[config.mk]
export PLATFORM = sky130hd
export DESIGN_NAME = limited_angle_voxel_mask_unit_flat
export DESIGN_NICKNAME = d
export VERILOG_FILES = /design/src/hdl/lavm_pkg.sv /design/src/hdl/lavm_in_if.sv /design/src/hdl/lavm_out_if.sv /design/src/hdl/lavm_front.sv /design/src/hdl/lavm_cordic_stage.sv /design/src/hdl/lavm_window.sv /design/src/hdl/limited_angle_voxel_mask_unit.sv /design/src/flat_wrapper.sv
export SDC_FILE = /design/constraint.sdc
export NUM_CORES = 2
export LEC_CHECK = 0
export BUFFER_PORTS_ARGS = -buffer_cell sky130_fd_sc_hd__buf_2
export CELL_PAD_IN_SITES_DETAIL_PLACEMENT = 1
export CELL_PAD_IN_SITES_GLOBAL_PLACEMENT = 2
export CORE_MARGIN = 1
export CORE_UTILIZATION = 25
export CTS_BUF_LIST = sky130_fd_sc_hd__clkbuf_8
export DETAILED_ROUTE_END_ITERATION = 16
export PLACE_DENSITY = 0.5
export SLEW_MARGIN = 0
export SYNTH_ARGS = -nofsm -noshare
export SYNTH_HDL_FRONTEND = slang
export SYNTH_SLANG_ARGS = --single-unit
[constraint.sdc]
create_clock -name i_clk -period 12.6 [get_ports i_clk]
set_input_delay 2.52 -clock i_clk [delete_from_list [all_inputs] [get_ports i_clk]]
set_output_delay 2.52 -clock i_clk [all_outputs]
set_load 0.01 [all_outputs]
[src/hdl/lavm_pkg.sv]
`default_nettype none
// ----------------------------------------------------------------------------
// lavm_pkg
// Types, widths and constants shared by the limited-angle voxel mask unit.
// ----------------------------------------------------------------------------
package lavm_pkg;

    localparam int COL_W        = 10;
    localparam int ANG_IDX_W    = 10;
    localparam int ANGLE_W      = 18;
    localparam int SIZE_W       = 11;
    localparam int INDEX_W      = 30;
    localparam int CFG_IDX_W    = 2;
    localparam int COORD_W      = 13;
    localparam int NN_W         = 2 * SIZE_W;
    localparam int JN_W         = 22;
    localparam int PROD_W       = 32;
    localparam int CW           = 32;
    localparam int Z_W          = 18;
    localparam int WIN_W        = 20;
    localparam int PREC_SHIFT   = 16;
    localparam int CORDIC_STEPS = 16;

    localparam int ANG_PI      = 65536;
    localparam int ANG_HALF_PI = 32768;
    localparam int ANG_WIN     = 3641;

    localparam logic [SIZE_W-1:0] RECON_SIZE_RST = 11'd512;

    localparam logic [CFG_IDX_W-1:0] CFG_RECON_SIZE = 2'd0;
    localparam logic [CFG_IDX_W-1:0] CFG_ALL_PASS   = 2'd1;
    localparam logic [CFG_IDX_W-1:0] CFG_SCALE_NEG  = 2'd2;

    typedef struct packed {
        logic [SIZE_W-1:0] recon_size;
        logic              all_pass;
        logic              scale_neg;
    } t_cfg;

    typedef struct packed {
        logic        [COL_W-1:0]     col;
        logic        [COL_W-1:0]     row;
        logic        [ANG_IDX_W-1:0] angle_index;
        logic signed [ANGLE_W-1:0]   proj_angle;
    } t_in;

    typedef struct packed {
        logic signed [COORD_W-1:0]   px;
        logic signed [COORD_W-1:0]   py;
        logic        [NN_W-1:0]      nn;
        logic        [JN_W-1:0]      jn;
        logic        [ANG_IDX_W-1:0] k;
        logic signed [ANGLE_W-1:0]   a;
    } t_coord;

    typedef struct packed {
        logic signed [CW-1:0]      x;
        logic signed [CW-1:0]      y;
        logic signed [Z_W-1:0]     z;
        logic signed [ANGLE_W-1:0] a;
        logic        [INDEX_W-1:0] idx;
    } t_rot;

    typedef struct packed {
        logic               mask_bit;
        logic [INDEX_W-1:0] mask_index;
    } t_res;

    // round(atan(2^-s) * 65536 / pi)
    function automatic logic signed [Z_W-1:0] atan_unit(input int s);
        logic signed [Z_W-1:0] v;
        case (s)
            0:       v = 18'sd16384;
            1:       v = 18'sd9672;
            2:       v = 18'sd5110;
            3:       v = 18'sd2594;
            4:       v = 18'sd1302;
            5:       v = 18'sd652;
            6:       v = 18'sd326;
            7:       v = 18'sd163;
            8:       v = 18'sd81;
            9:       v = 18'sd41;
            10:      v = 18'sd20;
            11:      v = 18'sd10;
            12:      v = 18'sd5;
            13:      v = 18'sd3;
            14:      v = 18'sd1;
            15:      v = 18'sd1;
            default: v = 18'sd0;
        endcase
        return v;
    endfunction

endpackage
`default_nettype wire

[src/hdl/lavm_in_if.sv]
`default_nettype none
// ----------------------------------------------------------------------------
// lavm_in_if
// Input item channel: pixel, projection index and projection angle.
// ----------------------------------------------------------------------------
interface lavm_in_if;
    logic                                  valid;
    logic                                  ready;
    logic        [lavm_pkg::COL_W-1:0]     col;
    logic        [lavm_pkg::COL_W-1:0]     row;
    logic        [lavm_pkg::ANG_IDX_W-1:0] angle_index;
    logic signed [lavm_pkg::ANGLE_W-1:0]   proj_angle;

    modport source (output valid, output col, output row, output angle_index,
                    output proj_angle, input ready);
    modport sink   (input valid, input col, input row, input angle_index,
                    input proj_angle, output ready);
endinterface
`default_nettype wire

[src/hdl/lavm_out_if.sv]
`default_nettype none
// ----------------------------------------------------------------------------
// lavm_out_if
// Result item channel: mask bit and linear mask address.
// ----------------------------------------------------------------------------
interface lavm_out_if;
    logic                              valid;
    logic                              ready;
    logic                              mask_bit;
    logic [lavm_pkg::INDEX_W-1:0]      mask_index;

    modport source (output valid, output mask_bit, output mask_index, input ready);
    modport sink   (input valid, input mask_bit, input mask_index, output ready);
endinterface
`default_nettype wire

[src/hdl/lavm_front.sv]
`default_nettype none
// ----------------------------------------------------------------------------
// lavm_front
// Two stages: doubled pixel coordinates and address partials, then the
// quadrant pre-rotation, fixed-point scaling and final mask address.
// ----------------------------------------------------------------------------
module lavm_front (
    input  wire logic             i_clk,
    input  wire logic             i_rst_n,
    input  lavm_pkg::t_cfg        i_cfg,
    input  wire logic             i_vld,
    input  lavm_pkg::t_in         i_data,
    output logic                  o_rdy,
    output logic                  o_vld,
    output lavm_pkg::t_rot        o_data,
    input  wire logic             i_rdy
);

    localparam int CW      = lavm_pkg::CW;
    localparam int COORD_W = lavm_pkg::COORD_W;
    localparam int SIZE_W  = lavm_pkg::SIZE_W;

    logic                    r_a_vld;
    lavm_pkg::t_coord        r_a;
    lavm_pkg::t_coord        n_a;
    logic                    w_a_rdy;
    logic                    r_b_vld;
    lavm_pkg::t_rot          r_b;
    lavm_pkg::t_rot          n_b;

    logic        [SIZE_W-1:0]  w_half2;
    logic signed [COORD_W-1:0] w_px_raw;
    logic signed [COORD_W-1:0] w_py_raw;
    logic signed [COORD_W-1:0] w_x0;
    logic signed [COORD_W-1:0] w_y0;
    logic signed [COORD_W-1:0] w_x1;
    logic signed [COORD_W-1:0] w_y1;
    logic [lavm_pkg::PROD_W-1:0] w_addr;

    assign w_a_rdy = !r_b_vld || i_rdy;
    assign o_rdy   = !r_a_vld || w_a_rdy;

    // stage A
    assign w_half2  = {i_cfg.recon_size[SIZE_W-1:1], 1'b0};
    assign w_px_raw = $signed(COORD_W'({i_data.col, 1'b0})) - $signed(COORD_W'(w_half2))
                      + COORD_W'(1);
    assign w_py_raw = $signed(COORD_W'({i_data.row, 1'b0})) - $signed(COORD_W'(w_half2))
                      + COORD_W'(1);

    always_comb begin
        n_a.px = i_cfg.scale_neg ? -w_px_raw : w_px_raw;
        n_a.py = i_cfg.scale_neg ? w_py_raw : -w_py_raw;
        n_a.nn = lavm_pkg::NN_W'(i_cfg.recon_size) * lavm_pkg::NN_W'(i_cfg.recon_size);
        n_a.jn = lavm_pkg::JN_W'(i_data.row) * lavm_pkg::JN_W'(i_cfg.recon_size)
                 + lavm_pkg::JN_W'(i_data.col);
        n_a.k  = i_data.angle_index;
        n_a.a  = i_data.proj_angle;
    end

    // stage B: vector (py, -px), folded into the right half plane
    assign w_x0   = r_a.py;
    assign w_y0   = -r_a.px;
    assign w_addr = lavm_pkg::PROD_W'(r_a.k) * lavm_pkg::PROD_W'(r_a.nn)
                    + lavm_pkg::PROD_W'(r_a.jn);

    always_comb begin
        w_x1  = w_x0;
        w_y1  = w_y0;
        n_b.z = '0;
        if (w_x0[COORD_W-1]) begin
            if (!w_y0[COORD_W-1] && (w_y0 != '0)) begin
                w_x1  = w_y0;
                w_y1  = -w_x0;
                n_b.z = lavm_pkg::Z_W'(lavm_pkg::ANG_HALF_PI);
            end else begin
                w_x1  = -w_y0;
                w_y1  = w_x0;
                n_b.z = -lavm_pkg::Z_W'(lavm_pkg::ANG_HALF_PI);
            end
        end
        n_b.x   = CW'(w_x1) <<< lavm_pkg::PREC_SHIFT;
        n_b.y   = CW'(w_y1) <<< lavm_pkg::PREC_SHIFT;
        n_b.a   = r_a.a;
        n_b.idx = w_addr[lavm_pkg::INDEX_W-1:0];
    end

    always_ff @(posedge i_clk) begin
        if (!i_rst_n) begin
            r_a_vld <= 1'b0;
            r_b_vld <= 1'b0;
        end else begin
            if (o_rdy) begin
                r_a_vld <= i_vld;
            end
            if (w_a_rdy) begin
                r_b_vld <= r_a_vld;
            end
        end
    end

    always_ff @(posedge i_clk) begin
        if (o_rdy) begin
            r_a <= n_a;
        end
        if (w_a_rdy) begin
            r_b <= n_b;
        end
    end

    assign o_vld  = r_b_vld;
    assign o_data = r_b;

endmodule
`default_nettype wire

[src/hdl/lavm_cordic_stage.sv]
`default_nettype none
// ----------------------------------------------------------------------------
// lavm_cordic_stage
// One registered vectoring CORDIC micro-rotation.
// ----------------------------------------------------------------------------
module lavm_cordic_stage #(
    parameter int SHIFT = 0
) (
    input  wire logic      i_clk,
    input  wire logic      i_rst_n,
    input  wire logic      i_vld,
    input  lavm_pkg::t_rot i_data,
    output logic           o_rdy,
    output logic           o_vld,
    output lavm_pkg::t_rot o_data,
    input  wire logic      i_rdy
);

    localparam int CW = lavm_pkg::CW;
    localparam logic signed [lavm_pkg::Z_W-1:0] ATAN = lavm_pkg::atan_unit(SHIFT);

    logic                 r_vld;
    lavm_pkg::t_rot       r_data;
    lavm_pkg::t_rot       n_data;
    logic signed [CW-1:0] w_dx;
    logic signed [CW-1:0] w_dy;
    logic                 w_pos;

    assign o_rdy = !r_vld || i_rdy;
    assign w_dx  = i_data.y >>> SHIFT;
    assign w_dy  = i_data.x >>> SHIFT;
    assign w_pos = !i_data.y[CW-1] && (i_data.y != '0);

    always_comb begin
        n_data = i_data;
        if (w_pos) begin
            n_data.x = i_data.x + w_dx;
            n_data.y = i_data.y - w_dy;
            n_data.z = i_data.z + ATAN;
        end else begin
            n_data.x = i_data.x - w_dx;
            n_data.y = i_data.y + w_dy;
            n_data.z = i_data.z - ATAN;
        end
    end

    always_ff @(posedge i_clk) begin
        if (!i_rst_n) begin
            r_vld <= 1'b0;
        end else if (o_rdy) begin
            r_vld <= i_vld;
        end
    end

    always_ff @(posedge i_clk) begin
        if (o_rdy) begin
            r_data <= n_data;
        end
    end

    assign o_vld  = r_vld;
    assign o_data = r_data;

endmodule
`default_nettype wire

[src/hdl/lavm_window.sv]
`default_nettype none
// ----------------------------------------------------------------------------
// lavm_window
// Window ends from the pixel angle, single wrap, strict compares; output
// register of the unit.
// ----------------------------------------------------------------------------
module lavm_window (
    input  wire logic      i_clk,
    input  wire logic      i_rst_n,
    input  lavm_pkg::t_cfg i_cfg,
    input  wire logic      i_vld,
    input  lavm_pkg::t_rot i_data,
    output logic           o_rdy,
    output logic           o_vld,
    output lavm_pkg::t_res o_data,
    input  wire logic      i_rdy
);

    localparam int WIN_W = lavm_pkg::WIN_W;
    localparam logic signed [WIN_W-1:0] W_PI     = WIN_W'(lavm_pkg::ANG_PI);
    localparam logic signed [WIN_W-1:0] W_TWO_PI = WIN_W'(2 * lavm_pkg::ANG_PI);
    localparam logic signed [WIN_W-1:0] W_WIN    = WIN_W'(lavm_pkg::ANG_WIN);

    logic                    r_vld;
    lavm_pkg::t_res          r_data;
    lavm_pkg::t_res          n_data;
    logic signed [WIN_W-1:0] w_z;
    logic signed [WIN_W-1:0] w_a;
    logic signed [WIN_W-1:0] w_ts_raw;
    logic signed [WIN_W-1:0] w_te_raw;
    logic signed [WIN_W-1:0] w_ts;
    logic signed [WIN_W-1:0] w_te;
    logic                    w_bit;

    assign o_rdy    = !r_vld || i_rdy;
    assign w_z      = WIN_W'(i_data.z);
    assign w_a      = WIN_W'(i_data.a);
    assign w_ts_raw = w_z + W_PI - W_WIN;
    assign w_te_raw = w_z + W_WIN;

    always_comb begin
        w_ts = w_ts_raw;
        if (w_ts_raw < -W_PI) begin
            w_ts = w_ts_raw + W_TWO_PI;
        end else if (w_ts_raw > W_PI) begin
            w_ts = w_ts_raw - W_TWO_PI;
        end
        w_te = w_te_raw;
        if (w_te_raw > W_PI) begin
            w_te = w_te_raw - W_TWO_PI;
        end else if (w_te_raw < -W_PI) begin
            w_te = w_te_raw + W_TWO_PI;
        end
        if (w_ts > w_te) begin
            w_bit = ((w_a > w_ts) && (w_a < W_PI)) || ((w_a > -W_PI) && (w_a < w_te));
        end else begin
            w_bit = (w_a > w_ts) && (w_a < w_te);
        end
        n_data.mask_bit   = w_bit || i_cfg.all_pass;
        n_data.mask_index = i_data.idx;
    end

    always_ff @(posedge i_clk) begin
        if (!i_rst_n) begin
            r_vld <= 1'b0;
        end else if (o_rdy) begin
            r_vld <= i_vld;
        end
    end

    always_ff @(posedge i_clk) begin
        if (o_rdy) begin
            r_data <= n_data;
        end
    end

    assign o_vld  = r_vld;
    assign o_data = r_data;

endmodule
`default_nettype wire

[src/hdl/limited_angle_voxel_mask_unit.sv]
`default_nettype none
// ----------------------------------------------------------------------------
// limited_angle_voxel_mask_unit
// Per pixel and projection mask bit for a limited-angle window, with address.
// ----------------------------------------------------------------------------
// Takes one item per clock when the output is not stalled and returns one
// result per item, in order. Each item passes through two front stages
// (coordinates and address multiply, pre-rotation), sixteen CORDIC stages of
// one micro-rotation each, and the window compare stage that is the output
// register. Every stage moves independently, so bubbles close up under
// backpressure. Registers: 0 grid size N, 1 all-pass, 2 negative scale;
// write them only while the unit is empty.
module limited_angle_voxel_mask_unit (
    input  wire logic                             i_clk,
    input  wire logic                             i_rst_n,
    input  wire logic                             i_cfg_we,
    input  wire logic [lavm_pkg::CFG_IDX_W-1:0]   i_cfg_index,
    input  wire logic [lavm_pkg::SIZE_W-1:0]      i_cfg_data,
    lavm_in_if.sink                               i_in,
    lavm_out_if.source                            o_out
);

    localparam int STEPS = lavm_pkg::CORDIC_STEPS;

    lavm_pkg::t_cfg r_cfg;
    lavm_pkg::t_in  w_in;
    lavm_pkg::t_res w_res;
    logic           w_in_rdy;
    logic           w_out_vld;

    logic           w_vld [0:STEPS];
    logic           w_rdy [0:STEPS];
    lavm_pkg::t_rot w_rot [0:STEPS];

    always_ff @(posedge i_clk) begin
        if (!i_rst_n) begin
            r_cfg.recon_size <= lavm_pkg::RECON_SIZE_RST;
            r_cfg.all_pass   <= 1'b0;
            r_cfg.scale_neg  <= 1'b0;
        end else if (i_cfg_we) begin
            case (i_cfg_index)
                lavm_pkg::CFG_RECON_SIZE: r_cfg.recon_size <= i_cfg_data;
                lavm_pkg::CFG_ALL_PASS:   r_cfg.all_pass   <= i_cfg_data[0];
                lavm_pkg::CFG_SCALE_NEG:  r_cfg.scale_neg  <= i_cfg_data[0];
                default: ;
            endcase
        end
    end

    assign w_in.col         = i_in.col;
    assign w_in.row         = i_in.row;
    assign w_in.angle_index = i_in.angle_index;
    assign w_in.proj_angle  = i_in.proj_angle;
    assign i_in.ready       = w_in_rdy;

    lavm_front u_front (
        .i_clk   (i_clk),
        .i_rst_n (i_rst_n),
        .i_cfg   (r_cfg),
        .i_vld   (i_in.valid),
        .i_data  (w_in),
        .o_rdy   (w_in_rdy),
        .o_vld   (w_vld[0]),
        .o_data  (w_rot[0]),
        .i_rdy   (w_rdy[0])
    );

    for (genvar s = 0; s < STEPS; s++) begin : g_cordic
        lavm_cordic_stage #(
            .SHIFT (s)
        ) u_stage (
            .i_clk   (i_clk),
            .i_rst_n (i_rst_n),
            .i_vld   (w_vld[s]),
            .i_data  (w_rot[s]),
            .o_rdy   (w_rdy[s]),
            .o_vld   (w_vld[s+1]),
            .o_data  (w_rot[s+1]),
            .i_rdy   (w_rdy[s+1])
        );
    end

    lavm_window u_window (
        .i_clk   (i_clk),
        .i_rst_n (i_rst_n),
        .i_cfg   (r_cfg),
        .i_vld   (w_vld[STEPS]),
        .i_data  (w_rot[STEPS]),
        .o_rdy   (w_rdy[STEPS]),
        .o_vld   (w_out_vld),
        .o_data  (w_res),
        .i_rdy   (o_out.ready)
    );

    assign o_out.valid      = w_out_vld;
    assign o_out.mask_bit   = w_res.mask_bit;
    assign o_out.mask_index = w_res.mask_index;

    a_all_pass_forces_one: assert property (
        @(posedge i_clk) disable iff (!i_rst_n)
        (o_out.valid && r_cfg.all_pass) |-> o_out.mask_bit
    ) else $error("all-pass mode gave a zero mask bit");

    a_ready_chain: assert property (
        @(posedge i_clk) disable iff (!i_rst_n)
        o_out.ready |-> i_in.ready
    ) else $error("input stalled while the output side is ready");

    a_reset_empties: assert property (
        @(posedge i_clk)
        !i_rst_n |=> !o_out.valid
    ) else $error("result valid right after reset");

endmodule
`default_nettype wire

[src/flat_wrapper.sv]
// flat-port wrapper written by rule: the top's interface ports become plain ports
module limited_angle_voxel_mask_unit_flat 
  (i_clk, i_rst_n, i_cfg_we, i_cfg_index, i_cfg_data, i_in_valid, i_in_col, i_in_row, i_in_angle_index, i_in_proj_angle, i_in_ready, o_out_valid, o_out_mask_bit, o_out_mask_index, o_out_ready);
  lavm_in_if i_in_i ();
  lavm_out_if o_out_i ();
  input  wire logic i_clk;
  input  wire logic i_rst_n;
  input  wire logic i_cfg_we;
  input  wire logic [lavm_pkg::CFG_IDX_W-1:0] i_cfg_index;
  input  wire logic [lavm_pkg::SIZE_W-1:0] i_cfg_data;
  input wire logic [$bits(i_in_i.valid)-1:0] i_in_valid;
  input wire logic [$bits(i_in_i.col)-1:0] i_in_col;
  input wire logic [$bits(i_in_i.row)-1:0] i_in_row;
  input wire logic [$bits(i_in_i.angle_index)-1:0] i_in_angle_index;
  input wire logic [$bits(i_in_i.proj_angle)-1:0] i_in_proj_angle;
  output wire logic [$bits(i_in_i.ready)-1:0] i_in_ready;
  output wire logic [$bits(o_out_i.valid)-1:0] o_out_valid;
  output wire logic [$bits(o_out_i.mask_bit)-1:0] o_out_mask_bit;
  output wire logic [$bits(o_out_i.mask_index)-1:0] o_out_mask_index;
  input wire logic [$bits(o_out_i.ready)-1:0] o_out_ready;
  assign i_in_i.valid = i_in_valid;
  assign i_in_i.col = i_in_col;
  assign i_in_i.row = i_in_row;
  assign i_in_i.angle_index = i_in_angle_index;
  assign i_in_i.proj_angle = i_in_proj_angle;
  assign i_in_ready = i_in_i.ready;
  assign o_out_valid = o_out_i.valid;
  assign o_out_mask_bit = o_out_i.mask_bit;
  assign o_out_mask_index = o_out_i.mask_index;
  assign o_out_i.ready = o_out_ready;
  limited_angle_voxel_mask_unit u_core (.i_clk(i_clk), .i_rst_n(i_rst_n), .i_cfg_we(i_cfg_we), .i_cfg_index(i_cfg_index), .i_cfg_data(i_cfg_data), .i_in(i_in_i), .o_out(o_out_i));
endmodule
After elaboration in Yosys (flattened, before gate mapping)
Index checks and enable logic that the tools add are counted.
{ "word_totals": {"ff_bits": 2237, "input_bits": 66, "output_inout_bits": 33, "wordCells": 361} }
{ "op_classes": {"addsub": 109, "mul": 3, "magnitude_cmp": 9, "eq_ne": 2, "mux": 28, "n_reduce_logical": 98} }
{ "ops": {"columns": ["op", "count"], "rows": [
  ["$mux 82", 15],
  ["$reduce_bool 32->1", 16],
  ["$mux 20", 4],
  ["$mux 13", 6],
  ["$neg 13->13", 5],
  ["$add 32x18->32", 2],
  ["$add 32x19->32", 2],
  ["$add 32x20->32", 2],
  ["$add 32x21->32", 2],
  ["$add 32x22->32", 2],
  ["$add 32x23->32", 2],
  ["$add 32x24->32", 2],
  ["$add 32x25->32", 2],
  ["$add 32x26->32", 2],
  ["$add 32x27->32", 2],
  ["$add 32x28->32", 2],
  ["$add 32x29->32", 2],
  ["$add 32x30->32", 2],
  ["$add 32x31->32", 2],
  ["$sub 32x18->32", 2],
  ["$sub 32x19->32", 2],
  ["$sub 32x20->32", 2],
  ["$sub 32x21->32", 2],
  ["$sub 32x22->32", 2],
  ["other kinds (74)", 165]
]} }

Logic depth before layout (Yosys ltp)
{ "depth": {"word_depth": 20, "mapped_depth": 23, "depth_no_buf": 21} }

Hierarchy
From an unflattened synthesis, not the netlist that was laid out.
{ "hier_totals": {"cells_unflattened": 16544, "hier_area_um2": 170836.3} }
{ "modules_own_cells": {"columns": ["module", "instances", "cells_per_inst", "area_each_um2", "seq_area_each_um2"], "rows": [
  ["lavm_front", 1, 2095, 21295.4, 4964.8],
  ["lavm_cordic_stage (u_core.g_cordic[0].u_stage)", 1, 1022, 9770.6, 3893.7],
  ["lavm_cordic_stage (u_core.g_cordic[2].u_stage)", 1, 917, 9390.3, 3923.8],
  ["lavm_cordic_stage (u_core.g_cordic[15].u_stage)", 1, 916, 9281.4, 3923.8],
  ["lavm_cordic_stage (u_core.g_cordic[4].u_stage)", 1, 909, 9218.8, 3923.8],
  ["lavm_cordic_stage (u_core.g_cordic[3].u_stage)", 1, 876, 9143.8, 3923.8],
  ["lavm_cordic_stage (u_core.g_cordic[11].u_stage)", 1, 881, 9123.8, 3923.8],
  ["lavm_cordic_stage (u_core.g_cordic[9].u_stage)", 1, 892, 9103.7, 3923.8],
  ["lavm_cordic_stage (u_core.g_cordic[8].u_stage)", 1, 861, 9078.7, 3923.8],
  ["lavm_cordic_stage (u_core.g_cordic[5].u_stage)", 1, 878, 9052.4, 3923.8],
  ["lavm_cordic_stage (u_core.g_cordic[7].u_stage)", 1, 855, 9033.7, 3923.8],
  ["lavm_cordic_stage (u_core.g_cordic[1].u_stage)", 1, 853, 8944.8, 3923.8],
  ["lavm_cordic_stage (u_core.g_cordic[6].u_stage)", 1, 833, 8936.1, 3923.8],
  ["lavm_cordic_stage (u_core.g_cordic[10].u_stage)", 1, 837, 8867.3, 3923.8],
  ["+5 rows", null, null, null, null]
]} }

Least setup slack after synthesis
OpenSTA, ideal clock, no wires.
{ "synth_path": {"path_kind": "input -> output", "startpoint": "in o_out_ready", "endpoint": "out i_in_ready", "t_arrival_ns": 8.750, "required_ns": 10.080, "path_slack_ns": 1.330, "cell_stages": 9, "n_path_buf": 0, "cell_sequence": "nor2b_1 -> and3_1 -> and3_1 -> inv_1 -> nor3_1 -> and2_1 -> and3_1 -> and2_1 -> nand3_1"} }
{ "synth_between": {"elab_chain_len": 19} }
{ "synth_rtl": {"columns": ["element", "line", "rtl"], "rows": [
  ["start: declaration", "flat_wrapper.sv:20", "input wire logic [$bits(o_out_i.ready)-1:0] o_out_ready;"],
  ["$logic_or 1x1->1", "lavm_window.sv:35", "assign o_rdy = !r_vld || i_rdy;"],
  ["$logic_or 1x1->1 (4 in a row)", "lavm_cordic_stage.sv:29", "assign o_rdy = !r_vld || i_rdy;"],
  ["net u_core.g_cordic[11].u_stage.i_rdy", "lavm_cordic_stage.sv:16", "input wire logic i_rdy"],
  ["$logic_or 1x1->1 (12 in a row)", "lavm_cordic_stage.sv:29", null],
  ["$logic_or 1x1->1", "lavm_front.sv:40", "assign w_a_rdy = !r_b_vld || i_rdy;"],
  ["$logic_or 1x1->1", "lavm_front.sv:41", "assign o_rdy = !r_a_vld || w_a_rdy;"],
  ["end: declaration", "flat_wrapper.sv:16", "output wire logic [$bits(i_in_i.ready)-1:0] i_in_ready;"]
]} }
The timed path passes the listed nets, and every way through them passes these cells.

Final worst setup path
Ends and elaborated chain as after synthesis.

==> results by group <==
Clocking
  – Sink Count: a little over 2000
  – H-tree Lvls: 5
  – Post-CTS sizing: 0
  – # Post-CTS Setup Buffers: 0
  – Worst skew pair latency: about 1100 ps
  – Deepest clock path buffer count: 4
  – Hold Buf Count CTS: 0
  – CTS Buf Count: 379
  – CTS tree: done
  – Root buffer cell: clkbuf_8
  – Clock transition at path regs: about 60 ps

Cells and area
  – Filler cells: 59000
  – Nets: 14100
  – Area Overhead vs Synth: 12.6%
  – Register Area: between 60000 and 70000 sq um
  – Layout cells sized above 1: 0.0647
  – Fin area: roughly 150000 sq um
  – Area of the multi-input gates: roughly 70000 sq um

Yosys
  – FFs w/ async S/R, synth: 0
  – Post-synth top area share: 0.446
  – Register area share after synthesis: 0.451
  – Synth warn: 0
  – Top cells by area, synth: edfxtp_1 45%, ha_1 12%, xnor2_1 6.5%
  – Cell variety after synth: between 100 and 150
  – Synthesized area per cell: ~11 sq um
  – Number of synthesized flops with an enable pin: approximately 2000
  – Post-synthesis instance area: ~130000 sq um
  – Synth Flop Type: edfxtp_1
  – Register bit count reported by yosys: roughly 2000
  – Syn Inst Count: ~12000
  – Cell taking the most area after synthesis: edfxtp_1

Global routing
  – Global-route wire length before repair: just over 600000 um
  – Largest net degree at the start of global routing: 80
  – GR peak layer: met2
  – Met3 usage: 0.0158
  – Vias in the first global route: 100000
  – All-Layer GR Usage: 0.145
  – Congestion Overflow GR: 0
  – M1 GR Usage: 0.194
  – Initial antenna violation count: 33
  – Met2 GRT Util: 0.251

Floorplanning
  – Die width: 732 um
  – Rows: 267
  – Die area: 536000 sq um
  – I/O pins: slightly below 100
  – Starting Density: 0.252
  – Die height: between 700 and 800 um
  – Total core area: between 500000 and 600000 sq um

Routing
  – Residual DRC: 0
  – Vias per cell: 4.66
  – DRT Wirelength: a little under 400000 um
  – First drt pass iteration count: 5
  – ANT nets after route: 0
  – Wire per inst: ~20 um
  – Via Count: ~90000
  – Iter 0 DRT Violations: 3816

Critical path
  – FF-to-FF Start: u_core.g_cordic[10].u_stage.o_data[95]
  – Crit-path max FO: just under 80
  – Worst-case reg-to-reg path depth: 18
  – Worst path most repeated cell: and3_1
  – Type of origin of the critical path: input pin
  – Worst Setup End Kind: output port
  – Crit path buffers/inverters: 3
  – Flop2flop setup slack: approximately 5000 ps
  – Crit path DAT: between 6000 and 7000 ps
  – Cell family with most CP delay: simple AND/OR/NAND/NOR gates
  – FF-to-FF End: u_core.g_cordic[11].u_stage.o_data[129]
  – Crit path to: i_in_ready
  – CP Launch Point: o_out_ready
  – Slowest cell delay on critical path: approximately 610 ps
  – Worst EP required: a little over 10000 ps
  – Slowest CP cell: nor3_1
  – Critical path depth: 11
  – WS Path Type: input pin to output port
  – Crit-path cells: buf_2, nor2b_1, and3_1, and3_1, inv_6, nor3_1, and2_1, and3_1, and2_1, nand3_4, buf_2

Status
  – Status: finished clean

STA
  – Min Clock Period, post-route: between 8000 and 9000 ps
  – Final worst slack: roughly 3600 ps
  – Setup TNS: 0 ps
  – Measured slew at the worst slew-check pin: around 1200 ps
  – Final hold violations: 0
  – Fin crit share: 0.710
  – RSZ-0062 raised after global routing: no
  – Slew Viols, Final: 0
  – Relative slew slack: 0.200
  – Final setup violation count: 0
  – Skew final: ~120 ps
  – F_max: about 110 MHz

Placed design
  – Placed cell area: ~140000 sq um
  – I/O Buffers: 98
  – Final GP Congestion: between 0.7 and 0.8
  – Detailed Place HPWL: approximately 320000 um
  – Setup slack at placement: approximately 3600 ps

Min path
  – HP Class: flop to flop

Flow run
  – # Max-Cap Violations: 0
-- routing by layer --
metal | up-vias | wire [um]
met4 | 4 | 7760
met3 | 450 | 10700
li1 | 44800 | -
met5 | - | 22
met2 | 1037 | 189000
met1 | 45800 | 189000
-- registers in the layout, indices dropped and copies added (netlist names) --
signal,flops
u_core.g_cordic.u_stage.o_data,1784
u_core.g_cordic.u_stage.o_vld,16
u_core.r_cfg,13
u_core.u_front.n_b,18
u_core.u_front.o_data,71
u_core.u_front.o_vld,1
u_core.u_front.r_a,64
u_core.u_front.r_a_vld,1
u_core.u_front.w_x0,11
u_core.u_window.o_data,31
u_core.u_window.o_vld,1
-- how the worst min path moves through the flow --
stage,startpoint,endpoint,slack (ps),cells past startpoint
finish,u_core.g_cordic[11].u_stage.o_data[38],u_core.g_cordic[12].u_stage.o_data[38],340,0
global route,u_core.g_cordic[11].u_stage.o_data[38],u_core.g_cordic[12].u_stage.o_data[38],320,0
CTS,u_core.g_cordic[11].u_stage.o_data[38],u_core.g_cordic[12].u_stage.o_data[38],330,0
detailed placement,u_core.g_cordic[13].u_stage.o_data[4],u_core.g_cordic[14].u_stage.o_data[4],410,0
global placement,u_core.g_cordic[0].u_stage.o_data[18],u_core.g_cordic[1].u_stage.o_data[18],400,0
floorplan,u_core.u_front.o_data[0],u_core.g_cordic[0].u_stage.o_data[0],400,0
-- cell type report --
| class | count | share of cell area |
|---|---|---|
| diodes | 5 | 0.0000834 |
| clock buffers | 387 | 0.0355 |
| clock inverters | 296 | 0.0137 |
| inverters | 811 | 0.0205 |
| multi-input cells | 9078 | 0.464 |
| flip-flops and latches | 2011 | 0.400 |
| well taps | 6994 | 0.0583 |
| repair buffers | 177 | 0.00730 |
-- cell families (layout without fill, tap and decap cells) --
family	Yosys count	count (layout)	synth area share
compound gates	2781	2781	0.135
xor+xnor	1452	1452	0.0954
fa+ha+maj	1605	1605	0.171
buf+inv	1019	1671	0.0289
flops	2011	2011	0.451
mux	68	68	0.00519
other cells	1	50	0.0000281
simple gates	3127	3127	0.115
-- placed cells by master (no fill, tap or decap), types with 59 or more instances in the layout --
cell,synthesis,routed
a211oi_1,86,86
a21o_1,350,350
a21oi_1,886,886
and2_1,187,187
and3_1,102,102
buf_2,5,98
buf_4,0,78
clkbuf_8,0,387
clkinv_1,7,84
edfxtp_1,1979,1979
fa_1,353,353
ha_1,1252,1252
inv_1,799,906
mux2i_1,59,59
nand2_1,755,748
nand2b_1,151,149
nand3_1,217,215
nand4_1,66,66
nor2_1,810,810
nor2b_1,140,140
nor3_1,308,308
nor4_1,108,105
o21a_1,144,144
o21ai_0,504,503
o21bai_1,132,131
o31ai_1,134,134
o41ai_1,73,73
or3_1,109,109
xnor2_1,987,987
xor2_1,465,465
-- per-stage QoR --
| step | util | cells | hold WS (ps) |
|---|---|---|---|
| 6_report | 0.283 | 19800 | 342 |
| 2_1_floorplan | - | 12100 | 400 |
| 3_3_place_gp | 0.269 | 19100 | 400 |
| 3_5_place_dp | 0.269 | 19100 | 405 |
| 5_1_grt | 0.283 | 19800 | 324 |
| 4_1_cts | 0.283 | 19800 | 328 |
-- synth_stat cells, types with 109 or more instances --
master	instances
edfxtp_1	1979
ha_1	1252
xnor2_1	987
a21oi_1	886
nor2_1	810
inv_1	799
nand2_1	755
o21ai_0	504
xor2_1	465
fa_1	353
a21o_1	350
nor3_1	308
nand3_1	217
and2_1	187
clkbuf_1	184
nand2b_1	151
o21a_1	144
nor2b_1	140
o31ai_1	134
o21bai_1	132
or3_1	109
Power is not shown: default switching activity piles up to over one toggle a cycle in this logic, so the estimate is an artifact.
